--- src/grid_density_histogram_defines.svh ---
// Assertion helpers for the density histogram block
`ifndef GRID_DENSITY_HISTOGRAM_DEFINES_SVH
`define GRID_DENSITY_HISTOGRAM_DEFINES_SVH

// same-cycle implication, quiet during reset
`define GDH_ASSERT_IMPL(label, ante, cons, msg) \
	label: assert property (@(posedge clk) disable iff (!arst_n) (ante) |-> (cons)) \
		else $error(msg);

// next-cycle implication, quiet during reset
`define GDH_ASSERT_NEXT(label, ante, cons, msg) \
	label: assert property (@(posedge clk) disable iff (!arst_n) (ante) |=> (cons)) \
		else $error(msg);

`endif

--- src/gdh_pkg.sv ---
// ---------------------------------------------------------------------------
// gdh_pkg
// Shared constants, codes and types of the grid density histogram.
// ---------------------------------------------------------------------------
package gdh_pkg;

	localparam int MAX_WIDTH   = 64;
	localparam int MAX_HEIGHT  = 64;
	localparam int MAX_DEPTH   = 16;
	localparam int COUNT_BITS  = 32;
	localparam int ADDR_BITS   = 16;
	localparam int STORE_DEPTH = 65536;

	// item functions
	localparam logic [1:0] FUNC_ADD   = 2'd0;
	localparam logic [1:0] FUNC_READ  = 2'd1;
	localparam logic [1:0] FUNC_CLEAR = 2'd2;

	// result status codes
	localparam logic [1:0] ST_DONE    = 2'd0;
	localparam logic [1:0] ST_OUTSIDE = 2'd1;
	localparam logic [1:0] ST_CLEARED = 2'd2;

	// configuration register indexes
	localparam logic [3:0] REG_THREE_DIMS = 4'd0;
	localparam logic [3:0] REG_WIDTH      = 4'd1;
	localparam logic [3:0] REG_HEIGHT     = 4'd2;
	localparam logic [3:0] REG_DEPTH      = 4'd3;
	localparam logic [3:0] REG_OFFSET_X   = 4'd4;
	localparam logic [3:0] REG_OFFSET_Y   = 4'd5;
	localparam logic [3:0] REG_OFFSET_Z   = 4'd6;
	localparam logic [3:0] REG_BIN_WIDTH  = 4'd7;

	typedef struct packed {
		logic        three_dims;
		logic [6:0]  width_bins;
		logic [6:0]  height_bins;
		logic [4:0]  depth_bins;
		logic [31:0] offset_x;
		logic [31:0] offset_y;
		logic [31:0] offset_z;
		logic [30:0] bin_width;
	} cfg_t;

	// classified work word passed from front to back
	typedef struct packed {
		logic [1:0]           func;
		logic                 in_grid;
		logic [ADDR_BITS-1:0] flat;
	} work_t;

endpackage

--- src/gdh_queue.sv ---
// ---------------------------------------------------------------------------
// gdh_queue
// Two-entry queue of classified words between front and back.
// ---------------------------------------------------------------------------
module gdh_queue (
	input  logic           clk,
	input  logic           arst_n,
	input  logic           push,
	input  gdh_pkg::work_t push_word,
	input  logic           pop,
	output gdh_pkg::work_t head,
	output logic           empty,
	output logic           full
);

	gdh_pkg::work_t slot_q [2];
	logic           wr_q, rd_q;
	logic [1:0]     cnt_q;

	always_ff @(posedge clk or negedge arst_n) begin
		if (!arst_n) begin
			wr_q  <= 1'b0;
			rd_q  <= 1'b0;
			cnt_q <= 2'd0;
		end else begin
			if (push) wr_q <= ~wr_q;
			if (pop)  rd_q <= ~rd_q;
			cnt_q <= cnt_q + {1'b0, push} - {1'b0, pop};
		end
	end

	always_ff @(posedge clk) begin
		if (push) slot_q[wr_q] <= push_word;
	end

	assign head  = slot_q[rd_q];
	assign empty = (cnt_q == 2'd0);
	assign full  = (cnt_q == 2'd2);

endmodule

--- config.mk ---
export PLATFORM = sky130hd
export DESIGN_NAME = gdh_queue
export DESIGN_NICKNAME = d
export VERILOG_FILES = /design/src/grid_density_histogram_defines.svh /design/src/gdh_pkg.sv /design/src/gdh_queue.sv
export SDC_FILE = /design/constraint.sdc
export NUM_CORES = 1
export LEC_CHECK = 0
export BUFFER_PORTS_ARGS = -buffer_cell sky130_fd_sc_hd__buf_2
export CORE_MARGIN = 2
export CORE_UTILIZATION = 40
export CTS_BUF_LIST = sky130_fd_sc_hd__clkbuf_8 sky130_fd_sc_hd__clkbuf_16
export CTS_CLUSTER_SIZE = 25
export DETAILED_ROUTE_END_ITERATION = 7
export PLACE_DENSITY_LB_ADDON = 0.1
export SLEW_MARGIN = 20
export SYNTH_ARGS = -nofsm -noshare
export SYNTH_HDL_FRONTEND = slang
export SYNTH_SLANG_ARGS = --single-unit
--- constraint.sdc ---
create_clock -name clk -period 2.1 [get_ports clk]
set_input_delay 0.105 -clock clk [delete_from_list [all_inputs] [get_ports clk]]
set_output_delay 0.105 -clock clk [all_outputs]
set_load 0.03 [all_outputs]
### Yosys cells after proc, flatten, opt, wreduce, memory -nomap -nowiden

Memories as Yosys holds them, arrays and structs flattened.
Index checks and enable logic that the tools add are counted.

| storage, ports and cells | value |
|---|---|
| output and inout port bits | 21 |
| ROM bits | 0 |
| memories | 1 |
| latch bits | 0 |
| input bits | 23 |
| RAM bits | 38 |
| flip-flop bits (word level) | 4 |
| word-level logic and storage cells | 12 |

| operators by class | value |
|---|---|
| multiply operators | 0 |
| bitwise operators | 2 |
| muxes and demuxes | 2 |
| divide/modulo/power cells | 0 |
| $lt $le $gt $ge | 0 |
| add/sub/neg operators | 2 |
| reduce and logical (&&, ||, !) cells | 1 |
| equality and inequality tests | 1 |
| shifts and indexed selects | 0 |

Memories:

| name | depth | bits a word | rd ports | clocked after Yosys merged registers in | wr ports | line | RTL |
|---|---|---|---|---|---|---|---|
| slot_q | 2 | 19 | 1 | 0 | 1 | gdh_queue.sv:16 | `gdh_pkg::work_t slot_q [2];` |

Operators by type and width:

| operator | number |
|---|---|
| adder 2 x 1 -> 2 bit | 1 |
| equality test 2 bit, second input constant | 1 |
| zero test 2 bit | 1 |
| 2-to-1 mux 1 bit | 2 |
| NOT 1 bit | 2 |
| subtractor 2 x 1 -> 2 bit | 1 |

### Longest topological paths before layout

| logic depth | value |
|---|---|
| word-level depth | 2 |
| depth in mapped cells | 5 |
| gate-level depth less buffers | 5 |

### Worst setup path after synthesis

No wires, ideal clock.

| timing | value |
|---|---|
| kind | register -> register |
| start point | register wr_q |
| end point | memory slot_q[0][0] (netlist name), enable pin |
| setup slack | 0.432 ns |
| required time | 1.703 ns |
| cell stages (with the launch flop) | 2 |
| buffers on the path | 0 |
| arrival | 1.271 ns |
| setup time | 0.397 ns |
| period minus slack after synthesis | 1.668 ns |
| cell sequence | dfrtp_1 -> nor2b_1 |

RTL lines:

| what | line | RTL |
|---|---|---|
| start, declared | gdh_queue.sv:17 | `logic wr_q, rd_q;` |
| start signal, assigned | gdh_queue.sv:26 | `if (push) wr_q <= ~wr_q;` |
| end, declared | gdh_queue.sv:16 |  |

No word-level cell before the write port.

==> summary.md <==
| Metric | Value |
|---|---|
| TritonCTS clock tree | `done` |
| Critical path class | `flip-flop to primary output` |
| Warnings from Yosys | `0` |
| Most Used Layer, Global Route | `met2` |
| Clk pwr share | `0.205` |
| CP endpoint kind | `primary output` |
| Most common cell in the netlist | `edfxtp_1` |
| Vias | `816` |
| Final Cell Area | `2120 um^2` |
| Syn nets | `99` |
| Setup Viol. Count Final | `0` |
| Post-CTS sizing | `0` |
| Power density over the cells | `1390 nW/um^2` |
| #FFs+latches synth | `42` |
| DRC | `0` |
| Slew headroom | `0.718` |
| Grt ovf | `0` |
| Top cell types by occurrence after synthesis | `edfxtp_1 (38), mux2_4 (19), dfrtp_1 (4)` |
| Part of the power in registers | `0.402` |
| DIE AREA | `4640 um^2` |
| First-pass GRT wire length | `3770 um` |
| Post-CTS Hold Fix Bufs | `8` |
| Max Slew Vio Count | `0` |
| Port buffer count | `43` |
| Avg Inst Size Synth | `22.2 um^2` |
| Ys async rst share | `0.0952` |
| Clk Latency, worst-skew pair | `0.28 ns` |
| Top_reg_cell synth | `edfxtp_1` |
| Synth Cell Area | `1650 um^2` |
| Post-synth EDFFs | `38` |
| Via density | `4.41` |
| Largest net degree at the start of global routing | `20` |
| # IOs | `44` |
| CTS H-tree depth | `2` |
| Cell Int Power | `0.00196 W` |
| Combinational share of power | `0.394` |
| First drt pass iteration count | `2` |
| GRT Overall Usage | `0.118` |
| Min Tclk post-route | `1.61 ns` |
| F_max | `0.622 GHz` |
| Routed WL per cell | `13.2 um` |
| Placed inst area | `1930 um^2` |
| Hold Vio Cnt, Final | `0` |
| Crit path launch type | `flip-flop` |
| Max Cap Viol | `0` |
| FP Rows | `23` |
| Final WL | `2440 um` |
| End-of-flow core utilization | `0.535` |
| Share of the synthesized area in the top cell type | `0.694` |
| NetSw | `0.000985 W` |
| Met2 Use GR | `0.186` |
| Filler instances | `341` |
| Die Y | `68.1 um` |
| Area of the multi-input gates | `377 um^2` |
| Diodes inserted | `0` |
| Leakage power | `0.901 nW` |
| Status | `finished clean` |
| Setup Fix Bufs, Post-CTS | `0` |
| WP data arrival | `1.50 ns` |
| Num CTS Buffers | `5` |
| Initial core utilization | `0.414` |
| Post-route ant nets | `0` |
| Drt first-iter violations | `14` |
| Worst Tran Pin Value | `0.422 ns` |
| Crit-path max FO | `19` |
| Flip-flop and latch area | `1240 um^2` |
| Net Sw Frac | `0.334` |
| Grt met3 use | `0.0296` |
| Area leader, netlist | `edfxtp_1` |
| Nets | `159` |
| Core box area | `3970 um^2` |
| Met1 Usage GRT | `0.149` |
| Clock edge transition at the registers on the reported setup and hold paths | `0.07 ns` |
| Area Overhead vs Synth | `29.1%` |
| Die X-Extent | `68.1 um` |
| Clk sinks | `42` |
| Period utilisation layout | `0.765` |
| Half-perimeter wire length after detailed placement | `1760 um` |
| Mapped Cells | `74` |
| Min-Delay Path Class | `input port to flip-flop` |
| Share of layout cells above drive strength 1 | `0.548` |
| Setup tns final | `0 ns` |
| Layout Skew | `0.00339 ns` |
| WP data required | `2.00 ns` |
| Register area share after synthesis | `0.754` |
| Initial antenna violation count | `0` |
| VDD IR-drop max | `0.000758 V` |
| Synth top area cells | `edfxtp_1 (69%), mux2_4 (17%), dfrtp_1 (6.1%)` |
| Routability cong. | `0.615` |
| Root Buffer | `clkbuf_8` |
| Clock Path Buffers | `2` |
| Vias in the first global route | `809` |
| Library cells used by synthesis | `11` |
| RSZ-0062 raised after global routing | `no` |
==> layer usage <==
layer,vias to the layer above,wire [um],share of wire
li1,398,-,-
met1,387,992,0.41
met2,26,1260,0.52
met3,5,144,0.059
met4,0,41,0.017
met5,-,0,0
==> flip-flops by register name (all words and copies together), names as in the netlist <==
register and cells:
rd_q 1, slot_q 38, wr_q 1, cnt_q 2
==> cells by family (layout without fill, tap and decap cells) <==
kind of cell / after synthesis / count (layout) / synth area share
DFF: 42 / 42 / 0.754
muxes: 19 / 19 / 0.173
and+or+nand+nor: 4 / 4 / 0.0137
buffers and inverters: 4 / 65 / 0.0183
xor gates and xnor gates: 3 / 3 / 0.0251
adders and majority gates: 2 / 2 / 0.0152
==> power groups by stage <==
| stage | clock [W] | combinational, W | sequential [W] |
|---|---|---|---|
| 5_1_grt | 0.000652 | 0.00125 | 0.00120 |
| 2_1_floorplan | 0 | 0.000929 | 0.00119 |
| 4_1_cts | 0.000623 | 0.00119 | 0.00119 |
| 3_3_place_gp | 0 | 0.00116 | 0.00120 |
| 3_5_place_dp | 0 | 0.00117 | 0.00121 |
| 6_report | 0.000602 | 0.00116 | 0.00118 |
==> critical path: stages (launching register included) <==
cell	delay (ns)
dfrtp_1	0.36
buf_4	0.34
mux2_4	0.34
buf_2	0.18
==> worst paths after layout <==
| path | start | slack [ns] | endpoint | cells past startpoint |
|---|---|---|---|---|
| worst min-delay path | push_word[12] | 0.01 | slot_q[0][12] | 1 |
| worst max-delay path | rd_q | 0.49 | head[5] | 3 |
| max in group asynchronous | arst_n | 1.84 | cnt_q[1] | 2 |
| min in group asynchronous | arst_n | 0.15 | wr_q | 2 |
| worst max register to register | wr_q | 0.72 | slot_q[0][1] | 2 |
| worst min register to register | rd_q | 0.47 | rd_q | 1 |
==> placed cells by master (no fill, tap or decap) <==
master	count
and2_1	1
buf_2	43
buf_4	3
bufinv_16	1
clkbuf_8	5
clkinv_2	2
dfrtp_1	4
dlygate4sd3_1	9
edfxtp_1	38
ha_1	2
inv_1	2
mux2_4	19
nor2_1	1
nor2b_1	1
nor2b_2	1
xor2_1	2
xor3_1	1
==> layout make-up <==
cell class,count,area share
clock buffers,5,0.0324
clock inverters,3,0.0188
inverters,2,0.00353
multi-input cells,28,0.177
flip-flops and latches,42,0.584
well taps,50,0.0294
repair buffers,55,0.154
==> through the flow <==
stage | setup slack (ns) | cells | power (W) | hold WS (ns)
after floorplan | 0.432 | 74 | 0.00212 | -0.191
after global placement | 0.704 | 168 | 0.00235 | -0.0868
after detailed placement | 0.706 | 168 | 0.00238 | -0.0857
after CTS | 0.451 | 184 | 0.00299 | 0.000891
after global routing | 0.398 | 185 | 0.00310 | 0.00108
final | 0.493 | 185 | 0.00294 | 0.0133
Power figures use the tool's default switching activity.
