<file path="config.mk">
export PLATFORM = sky130hd
export DESIGN_NAME = gdh_front
export DESIGN_NICKNAME = d
export VERILOG_FILES = /design/src/grid_density_histogram_defines.svh /design/src/gdh_pkg.sv /design/src/gdh_front.sv
export SDC_FILE = /design/constraint.sdc
export NUM_CORES = 1
export LEC_CHECK = 0
export ABC_AREA = 1
export BUFFER_PORTS_ARGS = -buffer_cell sky130_fd_sc_hd__buf_2
export CAP_MARGIN = 20
export CELL_PAD_IN_SITES_DETAIL_PLACEMENT = 0
export CELL_PAD_IN_SITES_GLOBAL_PLACEMENT = 1
export CORE_MARGIN = 1
export CORE_UTILIZATION = 30
export DETAILED_ROUTE_END_ITERATION = 10
export GPL_TIMING_DRIVEN = 1
export PLACE_DENSITY_LB_ADDON = 0.1
export SYNTH_ARGS = -nofsm -noshare
export SYNTH_HDL_FRONTEND = slang
export SYNTH_SLANG_ARGS = --single-unit
</file>
<file path="constraint.sdc">
create_clock -name clk -period 8.4 [get_ports clk]
set_clock_uncertainty 0.2 [all_clocks]
set_input_delay 0.84 -clock clk [delete_from_list [all_inputs] [get_ports clk]]
set_output_delay 0.84 -clock clk [all_outputs]
set_load 0.02 [all_outputs]
</file>
<file path="src/grid_density_histogram_defines.svh">
// Assertion helpers for the density histogram block
`ifndef GRID_DENSITY_HISTOGRAM_DEFINES_SVH
`define GRID_DENSITY_HISTOGRAM_DEFINES_SVH

// same-cycle implication, quiet during reset
`define GDH_ASSERT_IMPL(label, ante, cons, msg) \
	label: assert property (@(posedge clk) disable iff (!arst_n) (ante) |-> (cons)) \
		else $error(msg);

// next-cycle implication, quiet during reset
`define GDH_ASSERT_NEXT(label, ante, cons, msg) \
	label: assert property (@(posedge clk) disable iff (!arst_n) (ante) |=> (cons)) \
		else $error(msg);

`endif

</file>
<file path="src/gdh_pkg.sv">
// ---------------------------------------------------------------------------
// gdh_pkg
// Shared constants, codes and types of the grid density histogram.
// ---------------------------------------------------------------------------
package gdh_pkg;

	localparam int MAX_WIDTH   = 64;
	localparam int MAX_HEIGHT  = 64;
	localparam int MAX_DEPTH   = 16;
	localparam int COUNT_BITS  = 32;
	localparam int ADDR_BITS   = 16;
	localparam int STORE_DEPTH = 65536;

	// item functions
	localparam logic [1:0] FUNC_ADD   = 2'd0;
	localparam logic [1:0] FUNC_READ  = 2'd1;
	localparam logic [1:0] FUNC_CLEAR = 2'd2;

	// result status codes
	localparam logic [1:0] ST_DONE    = 2'd0;
	localparam logic [1:0] ST_OUTSIDE = 2'd1;
	localparam logic [1:0] ST_CLEARED = 2'd2;

	// configuration register indexes
	localparam logic [3:0] REG_THREE_DIMS = 4'd0;
	localparam logic [3:0] REG_WIDTH      = 4'd1;
	localparam logic [3:0] REG_HEIGHT     = 4'd2;
	localparam logic [3:0] REG_DEPTH      = 4'd3;
	localparam logic [3:0] REG_OFFSET_X   = 4'd4;
	localparam logic [3:0] REG_OFFSET_Y   = 4'd5;
	localparam logic [3:0] REG_OFFSET_Z   = 4'd6;
	localparam logic [3:0] REG_BIN_WIDTH  = 4'd7;

	typedef struct packed {
		logic        three_dims;
		logic [6:0]  width_bins;
		logic [6:0]  height_bins;
		logic [4:0]  depth_bins;
		logic [31:0] offset_x;
		logic [31:0] offset_y;
		logic [31:0] offset_z;
		logic [30:0] bin_width;
	} cfg_t;

	// classified work word passed from front to back
	typedef struct packed {
		logic [1:0]           func;
		logic                 in_grid;
		logic [ADDR_BITS-1:0] flat;
	} work_t;

endpackage

</file>
<file path="src/gdh_front.sv">
// ---------------------------------------------------------------------------
// gdh_front
// Accepts items, finds bin indexes by a bit-serial divider and classifies.
// ---------------------------------------------------------------------------
module gdh_front (
	input  logic                clk,
	input  logic                arst_n,
	input  logic                accept,
	input  gdh_pkg::cfg_t       cfg,
	input  logic [1:0]          func,
	input  logic signed [31:0]  coord_x,
	input  logic signed [31:0]  coord_y,
	input  logic signed [31:0]  coord_z,
	input  logic [5:0]          bin_x,
	input  logic [5:0]          bin_y,
	input  logic [3:0]          bin_z,
	input  logic                q_full,
	output logic                push,
	output gdh_pkg::work_t      push_word,
	output logic                front_busy
);

	localparam logic [2:0] F_IDLE = 3'd0;
	localparam logic [2:0] F_MAG  = 3'd1;
	localparam logic [2:0] F_DIV  = 3'd2;
	localparam logic [2:0] F_WH   = 3'd3;
	localparam logic [2:0] F_FLAT = 3'd4;
	localparam logic [2:0] F_PUSH = 3'd5;

	logic [2:0]         state_q;
	logic [1:0]         func_q;
	logic signed [32:0] sum_q [3];
	logic [32:0]        rem_q [3];
	logic [5:0]         idx_q [3];
	logic [2:0]         over_q;
	logic [2:0]         step_q;
	logic [13:0]        wh_q;
	logic [12:0]        yw_q;
	logic               inside_q;
	logic [15:0]        flat_q;

	logic [6:0]  w_eff, h_eff, d_lim;
	logic [30:0] bw_eff;
	logic [32:0] mag [3];
	logic [36:0] trial [3];
	logic [36:0] bw_top;

	// clamped grid sizes
	always_comb begin
		w_eff  = (cfg.width_bins == 7'd0) ? 7'd1 :
			(cfg.width_bins > 7'(gdh_pkg::MAX_WIDTH)) ? 7'(gdh_pkg::MAX_WIDTH) : cfg.width_bins;
		h_eff  = (cfg.height_bins == 7'd0) ? 7'd1 :
			(cfg.height_bins > 7'(gdh_pkg::MAX_HEIGHT)) ? 7'(gdh_pkg::MAX_HEIGHT) : cfg.height_bins;
		d_lim  = !cfg.three_dims ? 7'd1 :
			(cfg.depth_bins == 5'd0) ? 7'd1 :
			(cfg.depth_bins > 5'(gdh_pkg::MAX_DEPTH)) ? 7'(gdh_pkg::MAX_DEPTH) :
			{2'b00, cfg.depth_bins};
		bw_eff = (cfg.bin_width == 31'd0) ? 31'd1 : cfg.bin_width;
		bw_top = {bw_eff, 6'd0};
	end

	// magnitudes and divider trial values
	always_comb begin
		for (int a = 0; a < 3; a++) begin
			mag[a]   = sum_q[a][32] ? 33'(-sum_q[a]) : 33'(sum_q[a]);
			trial[a] = {6'd0, bw_eff} << step_q;
		end
	end

	always_ff @(posedge clk or negedge arst_n) begin
		if (!arst_n) begin
			state_q <= F_IDLE;
		end else begin
			case (state_q)
				F_IDLE: begin
					if (accept) begin
						case (func)
							gdh_pkg::FUNC_ADD:  state_q <= F_MAG;
							gdh_pkg::FUNC_READ: state_q <= F_WH;
							default:            state_q <= F_PUSH;
						endcase
					end
				end
				F_MAG:  state_q <= F_DIV;
				F_DIV:  if (step_q == 3'd0) state_q <= F_WH;
				F_WH:   state_q <= F_FLAT;
				F_FLAT: state_q <= F_PUSH;
				F_PUSH: if (!q_full) state_q <= F_IDLE;
				default: state_q <= F_IDLE;
			endcase
		end
	end

	// datapath
	always_ff @(posedge clk) begin
		case (state_q)
			F_IDLE: begin
				func_q <= func;
				sum_q[0] <= 33'(coord_x) + 33'($signed(cfg.offset_x));
				sum_q[1] <= 33'(coord_y) + 33'($signed(cfg.offset_y));
				sum_q[2] <= cfg.three_dims ?
					33'(coord_z) + 33'($signed(cfg.offset_z)) : 33'sd0;
				idx_q[0] <= bin_x;
				idx_q[1] <= bin_y;
				idx_q[2] <= cfg.three_dims ? {2'b00, bin_z} : 6'd0;
				over_q   <= 3'b000;
			end
			F_MAG: begin
				for (int a = 0; a < 3; a++) begin
					rem_q[a]  <= mag[a];
					over_q[a] <= {4'd0, mag[a]} >= bw_top;
					idx_q[a]  <= 6'd0;
				end
				step_q <= 3'd5;
			end
			F_DIV: begin
				// one quotient bit per axis per cycle
				for (int a = 0; a < 3; a++) begin
					if ({4'd0, rem_q[a]} >= trial[a]) begin
						rem_q[a] <= 33'({4'd0, rem_q[a]} - trial[a]);
						idx_q[a][step_q] <= 1'b1;
					end
				end
				step_q <= step_q - 3'd1;
			end
			F_WH: begin
				wh_q     <= {7'd0, w_eff} * {7'd0, h_eff};
				yw_q     <= {7'd0, idx_q[1]} * {6'd0, w_eff};
				inside_q <= (over_q == 3'b000) && ({1'b0, idx_q[0]} < w_eff) &&
					({1'b0, idx_q[1]} < h_eff) && ({1'b0, idx_q[2]} < d_lim);
			end
			F_FLAT: begin
				flat_q <= {10'd0, idx_q[2]} * {2'd0, wh_q} + {3'd0, yw_q} +
					{10'd0, idx_q[0]};
			end
			default: begin
			end
		endcase
	end

	assign push              = (state_q == F_PUSH) && !q_full;
	assign push_word.func    = func_q;
	assign push_word.in_grid = inside_q;
	assign push_word.flat    = flat_q;
	assign front_busy        = (state_q != F_IDLE);

endmodule

</file>
* Word level (Yosys, flattened, before mapping) *
Memory sizes are Yosys's and may differ from the RTL's.
Index checks and enable logic that the tools add are counted.

word-level totals
  flip-flop bits (word level) = 55
  memory bits (writable) = 216
  input bits = 265
  output and inout port bits = 21
  word-level logic and storage cells = 154
  memories = 3

memory list
  name   depth  width  read ports  clocked after memory_dff  write ports  line             source
  rem_q  3      33     3           0                         3            gdh_front.sv:33  logic [32:0] rem_q [3];
  sum_q  3      33     3           0                         3            gdh_front.sv:32  logic signed [32:0] sum_q [3];
  idx_q  3      6      3           0                         3            gdh_front.sv:34  logic [5:0] idx_q [3];

operators by class
  add/subtract/negate cells = 12
  $mul = 3
  magnitude comparators = 14
  equality and inequality tests = 9
  shifts and indexed selects = 1
  mux-type cells = 62
  bitwise gates (word level) = 24
  reduce and logical (&&, ||, !) cells = 18

operators by type and width
  cell                                                            number
  33-bit 2-to-1 mux                                               7
  33-bit by 37-bit greater-or-equal comparator with 1-bit output  6
  32-bit by 32-bit adder with 33-bit output                       3
  33-bit negation                                                 3
  33-bit subtractor                                               3
  31-bit by 3-bit left shift with 37-bit output                   1
  6-bit 2-to-1 mux                                                6
  1-bit 2-to-1 mux                                                32
  31-bit zero test                                                1
  31-bit 2-to-1 mux                                               1
  7-bit 2-to-1 mux                                                4
  1-bit OR                                                        24
  3-bit case mux with 2 select lines                              3
  3-bit case mux with 6 select lines                              1
  16-bit by 13-bit adder with 16-bit output                       1
  16-bit by 6-bit adder with 16-bit output                        1
  6-bit by 14-bit multiplier with 16-bit output                   1
  5-bit 2-to-1 mux                                                3
  7-bit > comparator (second input constant)                      2
  7-bit zero test                                                 2
  6-bit by 7-bit < comparator with 1-bit output                   2
  7-bit by 7-bit multiplier with 14-bit output                    1
  6-bit by 7-bit multiplier with 13-bit output                    1
  3-bit zero test                                                 3
  other kinds (20)                                                31

* Logic depth before layout (Yosys ltp) *
  word-level depth = 8
  mapped depth = 32
  mapped depth without buffers = 29

* Worst setup path before layout *
No wires, ideal clock.

  path kind = flip-flop to flip-flop
  from = reg state_q[1]
  to = mem idx_q[2][3] (netlist: idx_q[0][15]), enable pin
  library setup time = 310 ps
  arrival time = 6745 ps
  required time = 7890 ps
  setup slack = 1145 ps
  cell stages (with the launch flop) = 9
  buffers on the path = 1
  period minus slack after synthesis = 7255 ps
  path through = dfrtp_1 > nor2_1 > inv_1 > nor2_1 > inv_1 > nand2_1 > inv_1 > clkbuf_1 > o21ai_0

RTL lines
  item                      line             source
  start: declaration        gdh_front.sv:30  logic [2:0] state_q;
  start signal: assignment  gdh_front.sv:72  state_q <= F_IDLE;
  start signal: assignment  gdh_front.sv:78  gdh_pkg::FUNC_ADD: state_q <= F_MAG;
  start signal: assignment  gdh_front.sv:79  gdh_pkg::FUNC_READ: state_q <= F_WH;
  end: declaration          gdh_front.sv:34

==> results.md <==
- Crit Path Max Fanout: 63
- IO Count: 286
- R2R depth: 18
- Min-delay worst type: input port to flop
- Final Cycle Share: 72.2%
- FF-to-FF End: idx_q[0][16]$_DFFE_PP_
- Post-synthesis sequential element count: 271
- Yosys warns: 0
- Die height: 326 microns
- Initial antenna violation count: 27
- Number of global-route vias before repair: 28577
- Layout cell share with drive strength beyond 1: 10.0%
- Row cnt: 118
- Worst R2R Setup Slack: 2.33 ns
- Crit-path max cell delay: 0.94 ns
- Post-synth EDFFs: 268
- Area leader, netlist: edfxtp_1
- Arrival @ worst endpoint: 6.19 ns
- Post-synthesis sequential area ratio: 25.7%
- Slew headroom: 17.4%
- VDD IR-drop max: 0.479 mV
- Pre-Repair DR Iteration Count: 7
- Sink Count: 271
- Total power: 17.7 mW
- Register area: 0.00812 sq mm
- Number of remaining DRC errors: 0
- Via density per instance: 4.89
- CP Capture Type: flop
- Reg2reg start: step_q[0]$_SDFFCE_PN1P_
- WHS: 0.287 ns
- Die width: 326 microns
- GRT overflow: 0
- Leak: 17.7 nW
- First-pass GRT wire length: 178 mm
- P_int: 8.03 mW
- Area contributors post-synth: edfxtp_1 25%, ha_1 14%, nand2_1 13%
- Run status: finished clean
- Comb power frac: 72.6%
- Post-synth top area share: 25.5%
- Synth Flop Type: edfxtp_1
- Largest net degree at the start of global routing: 73
- Power Dens Cells: 492 mW/mm^2
- Core area: 0.104 sq mm
- Minimum clock period: 6.07 ns
- DRT iter0 DRCs: 2287
- CP top delay family: compound AO/OA/AOI/OAI gates
- Fillers: 11386
- Post-CTS setup buffers: 0
- Hold_sp: func[0]
- Initial core utilization: 30.4%
- CTS tree: yes
- Syn Area/Cell: 7.36 sq um
- Layout Utilization: 34.6%
- Synthesized instance count: 4289
- Final Hold Vio Count: 0
- Cell with the largest stage delay on the worst path: o21ai_1
- # H-tree levels: 2
- Crit path cell chain: buf_4 > o21ai_0 > nand2_1 > o21ai_0 > o21ai_1 > ha_1 > a21oi_1 > o21ai_0 > a21oi_1 > nor2_1 > a211oi_1 > nand2_1 > nand2_1 > nand2_1 > nand2_4 > nand3_4 > nand2_2 > inv_1
- Setup_tns: 0 ns
- Multi-input gate area: 0.0208 sq mm
- Final #Nets: 5281
- Tot GR Track Use: 22.0%
- Number of setup violations in the final report: 0
- Clock Path Buffers: 3
- Worst setup margin: 2.33 ns
- Syn Std Cell Area: 0.0316 sq mm
- Most common cell on crit path: nand2_1
- Fmax: 165 MHz
- Crit Path Category: flop to flop
- Max_cap viols: 0
- P_sw: 9.65 mW
- Worst-margin pin slew: 1.23 ns
- Port Buffers: 285
- RSZ-0062 raised after global routing: no
- Clk pwr share: 9.5%
- CTS buffer count: 39
- CTS Root Cell: clkbuf_16
- Most common cell in the netlist: nand2_1
- CTS clk-pin slew, worst paths: 0.07 ns
- Post-synth top cells: 1088 x nand2_1, 597 x inv_1, 360 x nor2_1, 341 x ha_1, 303 x a21oi_1
- Wire per inst: 19.9 microns
- Pre-CTS WS: 1.89 ns
- Vias: 29247
- Net Sw Frac: 54.6%
- Routed Antenna Nets: 0
- Hold path depth: 1
- Area growth syn-to-layout: 13.9%
- Mapped Nets: 5007
- Netlist cell types: 49
- Crit path required time: 8.53 ns
- Worst-skew pair later-pin latency: 0.61 ns
- Synth async-reset ratio: 1.11%
- DP HPWL: 98.6 mm
- Total wire length: 119 mm
- Seq pwr share: 18.0%
- Routability Congestion: 0.898
- Die Footprint: 0.107 sq mm
- CTS resizes: 0
- Worst setup SP type: flop
- Critical path buffers and inverters: 2
- Hold Crit Endpoint: func_q[0]$_DFFE_PP_
- Final slew viol count: 0
## layout make-up
| cell class | instances | area share [%] |
|---|---|---|
| timing repair buffer | 326 | 4.85 |
| tap | 1380 | 4.80 |
| multi-input combinational | 3304 | 57.7 |
| clock buffer | 44 | 2.83 |
| sequential | 271 | 22.6 |
| inverter | 621 | 6.48 |
| clock inverter | 26 | 0.686 |
| antenna | 3 | 0.0209 |
## state kept, by name (all words and copies together), names as in the netlist
name and count:
step_q 3, func_q 2, yw_q 13, idx_q 18
rem_q 99, state_q 3, flat_q 16, over_q 3
sum_q 99, inside_q 1, wh_q 14
## how the worst max path moves through the flow
stage,from,end,slack [ns],cells past startpoint
floorplan,state_q[1]$_DFFE_PN0P_,idx_q[0][15]$_SDFFCE_PP1P_,1.15,8
global placement,cfg[22],idx_q[0][16]$_DFFE_PP_,1.93,30
detailed placement,cfg[22],idx_q[0][16]$_DFFE_PP_,1.89,30
CTS,step_q[1]$_SDFFCE_PN0P_,idx_q[0][16]$_DFFE_PP_,2.39,16
global route,step_q[0]$_SDFFCE_PN1P_,idx_q[0][17]$_DFFE_PP_,2.02,18
finish,step_q[0]$_SDFFCE_PN1P_,idx_q[0][16]$_DFFE_PP_,2.33,18
## logic make-up after synthesis
kind of cell	share of synthesized area, %
AND/OR/NAND/NOR	24.8
buffers and inverters	8.72
AO/OA/AOI/OAI	12.2
adder cells (fa/ha/maj)	20.7
XOR/XNOR	7.60
flip-flops	25.7
multiplexers	0.222
## through the flow
| stage | cell area [sq um] | std cells |
|---|---|---|
| 2_1_floorplan | 31600 | 4289 |
| 3_3_place_gp | 34600 | 5897 |
| 3_5_place_dp | 34700 | 5900 |
| 4_1_cts | 35900 | 5971 |
| 5_1_grt | 35900 | 5972 |
| 6_report | 35900 | 5975 |
## routing by layer
layer  GRT usage [%]  wire length, microns
met3            4.26                  7890
met4            4.48                  2310
met2            33.1                 50300
met1            32.4                 58300
met5               0                   143
## cell usage in the layout (no fill, tap or decap), drive strengths merged, types with 4 or more instances in the layout
| master | n |
|---|---|
| nor3 | 62 |
| o211ai | 9 |
| inv | 621 |
| nor2 | 366 |
| xnor2 | 66 |
| or2 | 16 |
| o31ai | 13 |
| a21boi | 20 |
| a21oi | 303 |
| nand2 | 1106 |
| ha | 341 |
| o221ai | 4 |
| clkinv | 18 |
| and3 | 7 |
| nand3b | 8 |
| xor2 | 208 |
| clkbuf | 44 |
| a221oi | 4 |
| a211oi | 5 |
| buf | 325 |
| nor4 | 13 |
| nand3 | 141 |
| edfxtp | 268 |
| o21ai | 250 |
| a21o | 9 |
| nand4 | 142 |
| clkinvlp | 5 |
| mux2i | 7 |
| fa | 112 |
| o21bai | 13 |
| o21a | 28 |
| a31oi | 37 |
## timing repair
action                                  4_1_cts  5_1_grt
endpoints found under the hold margin         3        0
endpoints found under the setup margin        0        0
hold buffers                                  1        0
## power groups by stage
stage                     Combinational, mW  Clock (mW)  Sequential, mW
final                                  12.8        1.67            3.18
after global routing                   14.5        1.76            3.25
after CTS                              12.9        1.73            3.19
after detailed placement               12.8           0            3.21
after global placement                 12.9           0            3.21
after floorplan                        8.85           0            3.08
(Power assumes the default switching activity.)
